File: src/hw/rtl/mrt_pkg.sv
// ----------------------------------------------------------------------------
// mrt_pkg
// Shared types and constants for the mesh route table.
// ----------------------------------------------------------------------------
package mrt_pkg;

  localparam logic [31:0] TIMEOUT_RESET = 32'd120000;

  localparam logic [1:0] MODE_ADD    = 2'd0;
  localparam logic [1:0] MODE_LOOKUP = 2'd1;
  localparam logic [1:0] MODE_SWEEP  = 2'd2;
  localparam logic [1:0] MODE_READ   = 2'd3;

  typedef struct packed {
    logic [1:0]  mode;
    logic [31:0] node_id;
    logic [31:0] first_hop;
    logic [7:0]  hop_count;
    logic [4:0]  entry_index;
    logic [31:0] now;
  } request_t;

  typedef struct packed {
    logic        found;
    logic        changed;
    logic [31:0] route_node_id;
    logic [31:0] route_first_hop;
    logic [7:0]  route_hops;
    logic [5:0]  entry_count;
  } response_t;

  typedef struct packed {
    logic [31:0] id;
    logic [31:0] via;
    logic [7:0]  hops;
    logic [31:0] stamp;
  } entry_t;

  typedef enum logic [1:0] {
    CELL_HOLD,
    CELL_SHIFT,
    CELL_WRITE,
    CELL_STAMP
  } cell_op_t;

  typedef struct packed {
    cell_op_t op;
    entry_t   data;
  } cell_cmd_t;

  typedef enum logic [2:0] {
    ST_IDLE,
    ST_ADD_SCAN,
    ST_INSERT,
    ST_LOOKUP,
    ST_SWEEP,
    ST_CLEAR,
    ST_READ,
    ST_FINISH
  } state_t;

endpackage

File: src/hw/rtl/mrt_cell.sv
// ----------------------------------------------------------------------------
// mrt_cell
// One table slot; on a removal it takes the entry of the next slot up.
// ----------------------------------------------------------------------------
module mrt_cell #(
  parameter int INDEX = 0,
  parameter int IW    = 5
) (
  input  logic              clk,
  input  logic              rst,
  input  mrt_pkg::cell_cmd_t cmd,
  input  logic [IW-1:0]     pos,
  input  mrt_pkg::entry_t   upper,
  output mrt_pkg::entry_t   entry
);

  logic at_pos;
  logic above_pos;

  assign at_pos    = (pos == IW'(INDEX));
  assign above_pos = (IW'(INDEX) >= pos);

  always_ff @(posedge clk) begin
    case (cmd.op)
      mrt_pkg::CELL_SHIFT: begin
        if (above_pos) begin
          entry <= upper;
        end
      end
      mrt_pkg::CELL_WRITE: begin
        if (at_pos) begin
          entry <= cmd.data;
        end
      end
      mrt_pkg::CELL_STAMP: begin
        if (at_pos) begin
          entry.stamp <= cmd.data.stamp;
        end
      end
      default: begin
      end
    endcase
    // empty slot is marked by a zero id
    if (rst) begin
      entry.id <= '0;
    end
  end

endmodule

File: config.mk
export PLATFORM = sky130hd
export DESIGN_NAME = mrt_cell
export DESIGN_NICKNAME = d
export VERILOG_FILES = /design/src/hw/rtl/mrt_pkg.sv /design/src/hw/rtl/mrt_cell.sv
export SDC_FILE = /design/constraint.sdc
export NUM_CORES = 1
export LEC_CHECK = 0
export BUFFER_PORTS_ARGS = -buffer_cell sky130_fd_sc_hd__clkbuf_2
export CAP_MARGIN = 20
export CORE_AREA = 2 2 124 126
export CTS_BUF_LIST = sky130_fd_sc_hd__clkbuf_8
export DETAILED_ROUTE_END_ITERATION = 6
export DIE_AREA = 0 0 126 128
export PLACE_DENSITY = 0.65
export SYNTH_ARGS = -nofsm -noshare
export SYNTH_HDL_FRONTEND = slang
export SYNTH_SLANG_ARGS = --single-unit
export TNS_END_PERCENT = 100
File: constraint.sdc
create_clock -name clk -period 3.13 [get_ports clk]
set_input_delay 0.1565 -clock clk [delete_from_list [all_inputs] [get_ports clk]]
set_output_delay 0.1565 -clock clk [all_outputs]
set_load 0.03 [all_outputs]
==> impl_metrics.ini, run 1 <==
[pwr]
pwr-share-seq_pct = 53.1
irDropWorstVdd_mv = 0.166
switching_share_pct = 26.9
p_sw_mw = 0.797
internal_power_mw = 2.16
power_frac_comb_pct = 19.1
clkPwrFrac_pct = 27.8
cellPowerDensity_mw_per_mm2 = 441
power.leakage_nw = 2.92

[placement]
port_buffers = 320
routabilityCongestion = 0.790
dp_hpwl_mm = 10.1
placed_area_mm2 = 0.00652

[sta]
rsz0062_at_grt = no
final_hold_viol_count = 0
tns_ns = 0
max_freq_mhz = 596
min_period_over_period_pct = 53.6
tightest_slew_ns = 1.03
drv_slew = 0
fin_skew_ns = 0
fin_crit_ns = 1.68
finalSetupViolations = 0
max-slew-margin-rel_pct = 31.1
hold_slack_ns = 0.0830

[synthesis]
netlist_instances = 311
synthesis.area_mm2 = 0.00473
syn_area_per_cell_um2 = 15.2
yosys.area.top_type = edfxtp_1
synth_common_cells = 72 x edfxtp_1, 72 x mux2_2, 34 x a21oi_1
ys_types = 19
ys_seq_elements = 104
synth_area_leaders = edfxtp_1 46%, mux2_2 17%, dfxtp_1 14%, a211oi_2 7.7%, mux2i_1 6.8%
yosysWarnings = 0
synth_nets = 531
ys.flop_type = edfxtp_1
synth_top_area_share_pct = 45.7
synth-seq-area-share_pct = 59.2
postSynth.asyncResetShare_pct = 0
synth-edff-count = 72

[cts]
clock_latency_ns = 0.36
cts_made_buffers = 9
clk_pin_slew_ns = 0.10
cts.sinks = 104
cts_hold_buf = 0
clockBufferDepth = 2
cts_tree = yes
htreeDepth = 3
cts_root_buf = clkbuf_8
cts_resized = 0
post_cts_buffers = 0

[die]
num_rows = 45
initial_utilization_pct = 31.9
io_pins = 321
die-area_mm2 = 0.0161
design.core.area_mm2 = 0.0149
die_x_um = 126
die-height_um = 128

[hold_path]
holdCritPathClass = input port to flop
holdPathStages = 2

[final_layout]
multi_input_area_mm2 = 0.00179
drive_gt1_share_pct = 71.1
largest-register = entry
fin_nets = 844
syn_to_final_growth_pct = 41.8
final_area_mm2 = 0.00671
seq_area_mm2 = 0.00280
insertedDiodeCount = 0
n_fill_cell = 1381
largest_reg_flops = 104
largestRegisters = entry (104)

[detailed_routing]
via_per_inst = 4.66
ant_nets = 0
drtIter0Drc = 131
wire_per_inst_um = 16.0
drc = 0
num_vias = 3807
dr.pass1.iters = 4
drt-total-wl_mm = 13.1

[setup_path]
crit_arrival_ns = 1.78
cp.depth = 7
crit_path_start_kind = input port
crit_type = input port to flop
crit_slowest_cell = mux2_2
crit_path_end_kind = flop
path_max_fanout = 57
cp_top_family = buffers and inverters
r2r_cells = 2
max_stage_delay_ns = 0.40
reg2reg_slack_ns = 2.40
path_cells = clkbuf_2 > inv_1 > ha_4 > buf_12 > nor2_2 > buf_4 > mux2_2
critical_path_required_ns = 3.24
path_buf_inv = 4

[global_routing]
grt_pass1_vias = 3792
grt_max_degree = 58
grt_pass1_wl_mm = 19.3
grt_overflow_total = 0
grtUsageTotal_pct = 15.5
antenna_found_initial = 0

[flow_run]
drv.max_cap_violation_count = 0

[status]
status = finished clean
==> area by class of cell <==
cell class | count | share of cell area (%)
multi-input cells | 178 | 26.7
clock inverters | 7 | 0.988
flip-flops and latches | 104 | 41.7
inverters | 4 | 0.224
repair buffers | 327 | 25.0
clock buffers | 9 | 1.84
well taps | 188 | 3.50
==> through the flow <==
| step | cells | setup WS, ns | util (%) | total power [mW] |
|---|---|---|---|---|
| global placement | 801 | 1.12 | 43.9 | 2.16 |
| floorplan | 311 | 0.111 | - | 1.93 |
| CTS | 817 | 1.46 | 45.2 | 3.01 |
| detailed placement | 801 | 1.05 | 43.9 | 2.17 |
| finish | 817 | 1.45 | 45.2 | 2.96 |
| global route | 817 | 1.36 | 45.2 | 3.10 |
==> per-layer routing <==
layer  part of all wire [%]  GRT usage [%]  vias up
met4                    2.1           6.46        0
li1                       -              -     1822
met2                     53           28.2      192
met5                      0              0        -
met3                    7.4           3.76       18
met1                     38           17.3     1775
==> worst register-to-register path: stages, from the launching register on <==
cell and delay, ns:
dfxtp_1 0.36, a21oi_1 0.05, a211oi_1 0.22
==> kinds of logic (layout without fill, tap and decap cells) <==
group	count (synthesis)	in the layout	share of synthesized area, %
fa+ha+maj	3	3	0.793
buf+inv	29	347	3.41
simple gates	4	4	0.766
flops	104	104	59.2
mux	104	104	23.9
compound gates	67	67	11.9
==> placed cells by master, fill, tap and decap left out <==
cell type	synthesis	layout
mux2i_1	32	32
nor2_2	0	1
edfxtp_1	72	72
buf_4	1	5
a211oi_2	29	29
clkinv_2	0	1
buf_12	0	2
inv_1	4	6
dfxtp_1	32	32
ha_1	3	2
a211oi_1	3	3
ha_4	0	1
clkbuf_2	1	320
clkinvlp_4	0	2
bufinv_16	0	1
o21ba_1	1	1
a21oi_2	0	1
clkinv_4	0	1
clkbuf_8	0	9
nor4_4	1	1
mux2_2	72	72
and2_4	0	1
nor3_1	1	1
a21oi_1	34	33
==> power groups by stage <==
stage | registers (mW) | clock network (mW) | logic, mW
final | 1.57 | 0.824 | 0.564
after global routing | 1.58 | 0.916 | 0.606
after CTS | 1.57 | 0.862 | 0.572
after detailed placement | 1.60 | 0 | 0.570
after global placement | 1.60 | 0 | 0.560
after floorplan | 1.74 | 0 | 0.193
==> worst paths after layout <==
path                  start        end
setup / recovery   cmd[104]  entry[24]
hold / removal      cmd[33]  entry[33]
setup reg to reg  entry[73]  entry[73]
hold reg to reg   entry[72]  entry[72]
(Power assumes the default switching activity.)
==> run 2, diff against run 1 <==
clock period = 1.45 ns   (was 3.13 ns; I/O delays follow)
==> run 2 against run 1 <==
  * Global-route usage grew 4.1 points
  * Largest power group unchanged
  * Critical path depth down 2
  * Critical endpoint is now entry[17]
  * Design area is 22% higher
  * Wire length increased by 25%
==> impl_metrics.ini, run 2 (same netlist as run 1, synthesis figures left out) <==
[final_layout]
syn_to_final_growth_pct = 73.1
largest_reg_flops = 104
final_cell_mix = 320 x clkbuf_2, 134 x dlygate4sd3_1, 72 x mux2_2, 72 x edfxtp_1
multi_input_area_mm2 = 0.00182
drive_gt1_share_pct = 59.4
largestRegisters = entry (104)
fin_nets = 986
layout_commonest_cell = clkbuf_2
seq_area_mm2 = 0.00280
n_fill_cell = 1217
largest-register = entry
insertedDiodeCount = 0

[placement]
routabilityCongestion = 0.771
dp_hpwl_mm = 10.7
dp_slack_ns = -0.0189
port_buffers = 320

[die]
num_rows = 45
die-height_um = 128
io_pins = 321
die-area_mm2 = 0.0161
design.core.area_mm2 = 0.0149
die_x_um = 126
initial_utilization_pct = 31.9

[sta]
max_freq_mhz = 936
max-slew-margin-rel_pct = 78.8
setup_slack_ns = 0.382
drv_slew = 0
tightest_slew_ns = 0.318
fin_skew_ns = 0
finalSetupViolations = 0
rsz0062_at_grt = no
final_hold_viol_count = 0
fin_crit_ns = 1.07
min_period_over_period_pct = 73.7
tns_ns = 0

[setup_path]
r2r-start = entry[78]
r2r_cells = 2
crit_path_end_kind = flop
critical_path_required_ns = 1.58
path_buf_inv = 2
path_cells = clkbuf_2 > ha_1 > nor2_2 > buf_12 > mux2_2
reg2reg_slack_ns = 0.77
crit_arrival_ns = 1.19
path_max_fanout = 32
crit_path_start_kind = input port
crit_slowest_cell = mux2_2
crit_type = input port to flop
reg2reg_to = entry[78]
cp_top_family = multiplexers
max_stage_delay_ns = 0.36
cp.depth = 5
cp-startpoint = cmd[105]

[cts]
cts_root_buf = clkbuf_8
htreeDepth = 3
cts_resized = 0
cts_made_buffers = 9
clockBufferDepth = 2
clock_latency_ns = 0.36
clk_pin_slew_ns = 0.10
cts_tree = yes
cts.sinks = 104

[pwr]
irDropWorstVdd_mv = 0.594
power.leakage_nw = 3.55
cellPowerDensity_mw_per_mm2 = 826

[hold_path]
holdPathEnd = entry[72]
holdCritPathClass = input port to flop
min_from = upper[72]
holdPathStages = 3

[flow_run]
drv.max_cap_violation_count = 0

[global_routing]
grt_pass1_wl_mm = 24.4
antenna_found_initial = 1
grt_max_degree = 49
grt_pass1_vias = 4847
grtUsageTotal_pct = 19.6
grt_overflow_total = 0

[detailed_routing]
drc = 0
drt-total-wl_mm = 16.3
dr.pass1.iters = 4
ant_nets = 0
drtIter0Drc = 187
num_vias = 4482
via_per_inst = 4.67
wire_per_inst_um = 17.0

[status]
status = finished clean
## run 2: timing repair
action / in CTS / in global routing
endpoints found under the hold margin: 71 / 0
buffers inserted: 0 / 0
endpoints found under the setup margin: 0 / 0
hold buffers: 134 / 0
## run 2: power breakdown
part,leakage (nW),internal [mW],switching [mW]
clock network,0.106,0.791,0.997
logic,2.53,0.802,0.781
registers,0.920,3.35,0.0486
total,3.55,4.94,1.83
## run 2: tightest hold or removal path: stages
cell and delay, ns:
clkbuf_2 0.08, mux2i_1 0.12, a211oi_1 0.08
## run 2: how the worst max path moves through the flow
stage / to
3_5_place_dp: entry[12]
2_1_floorplan: entry[0]
6_report: entry[17]
3_3_place_gp: entry[11]
4_1_cts: entry[98]
5_1_grt: entry[6]
## run 2: final cells by class
class	instances	share of cell area (%)
flip-flops and latches	104	34.2
clock inverters	7	0.794
repair buffers	469	38.2
inverters	4	0.183
well taps	188	2.87
clock buffers	9	1.51
multi-input cells	178	22.2
## run 2: metal layers
metal	share of wire, %	routed length [µm]	vias up	GRT usage, %
met5	0.080	13	-	0
met2	51	8320	249	35.0
met3	7.8	1270	60	5.59
met1	36	5920	2066	20.5
li1	-	-	2105	-
met4	4.9	792	2	11.8
## run 2: metrics by stage
| stage | hold slack (ns) | instances | instance area, µm² | util [%] | total power, mW |
|---|---|---|---|---|---|
| after floorplan | 0.145 | 311 | 4800 | - | 4.20 |
| after global placement | 0.373 | 809 | 6660 | 44.8 | 4.71 |
| after detailed placement | 0.378 | 809 | 6660 | 44.8 | 4.74 |
| after CTS | 0.000699 | 959 | 8190 | 55.1 | 6.85 |
| after global routing | 0.0101 | 959 | 8190 | 55.1 | 7.04 |
| final | 0.0287 | 959 | 8190 | 55.1 | 6.77 |
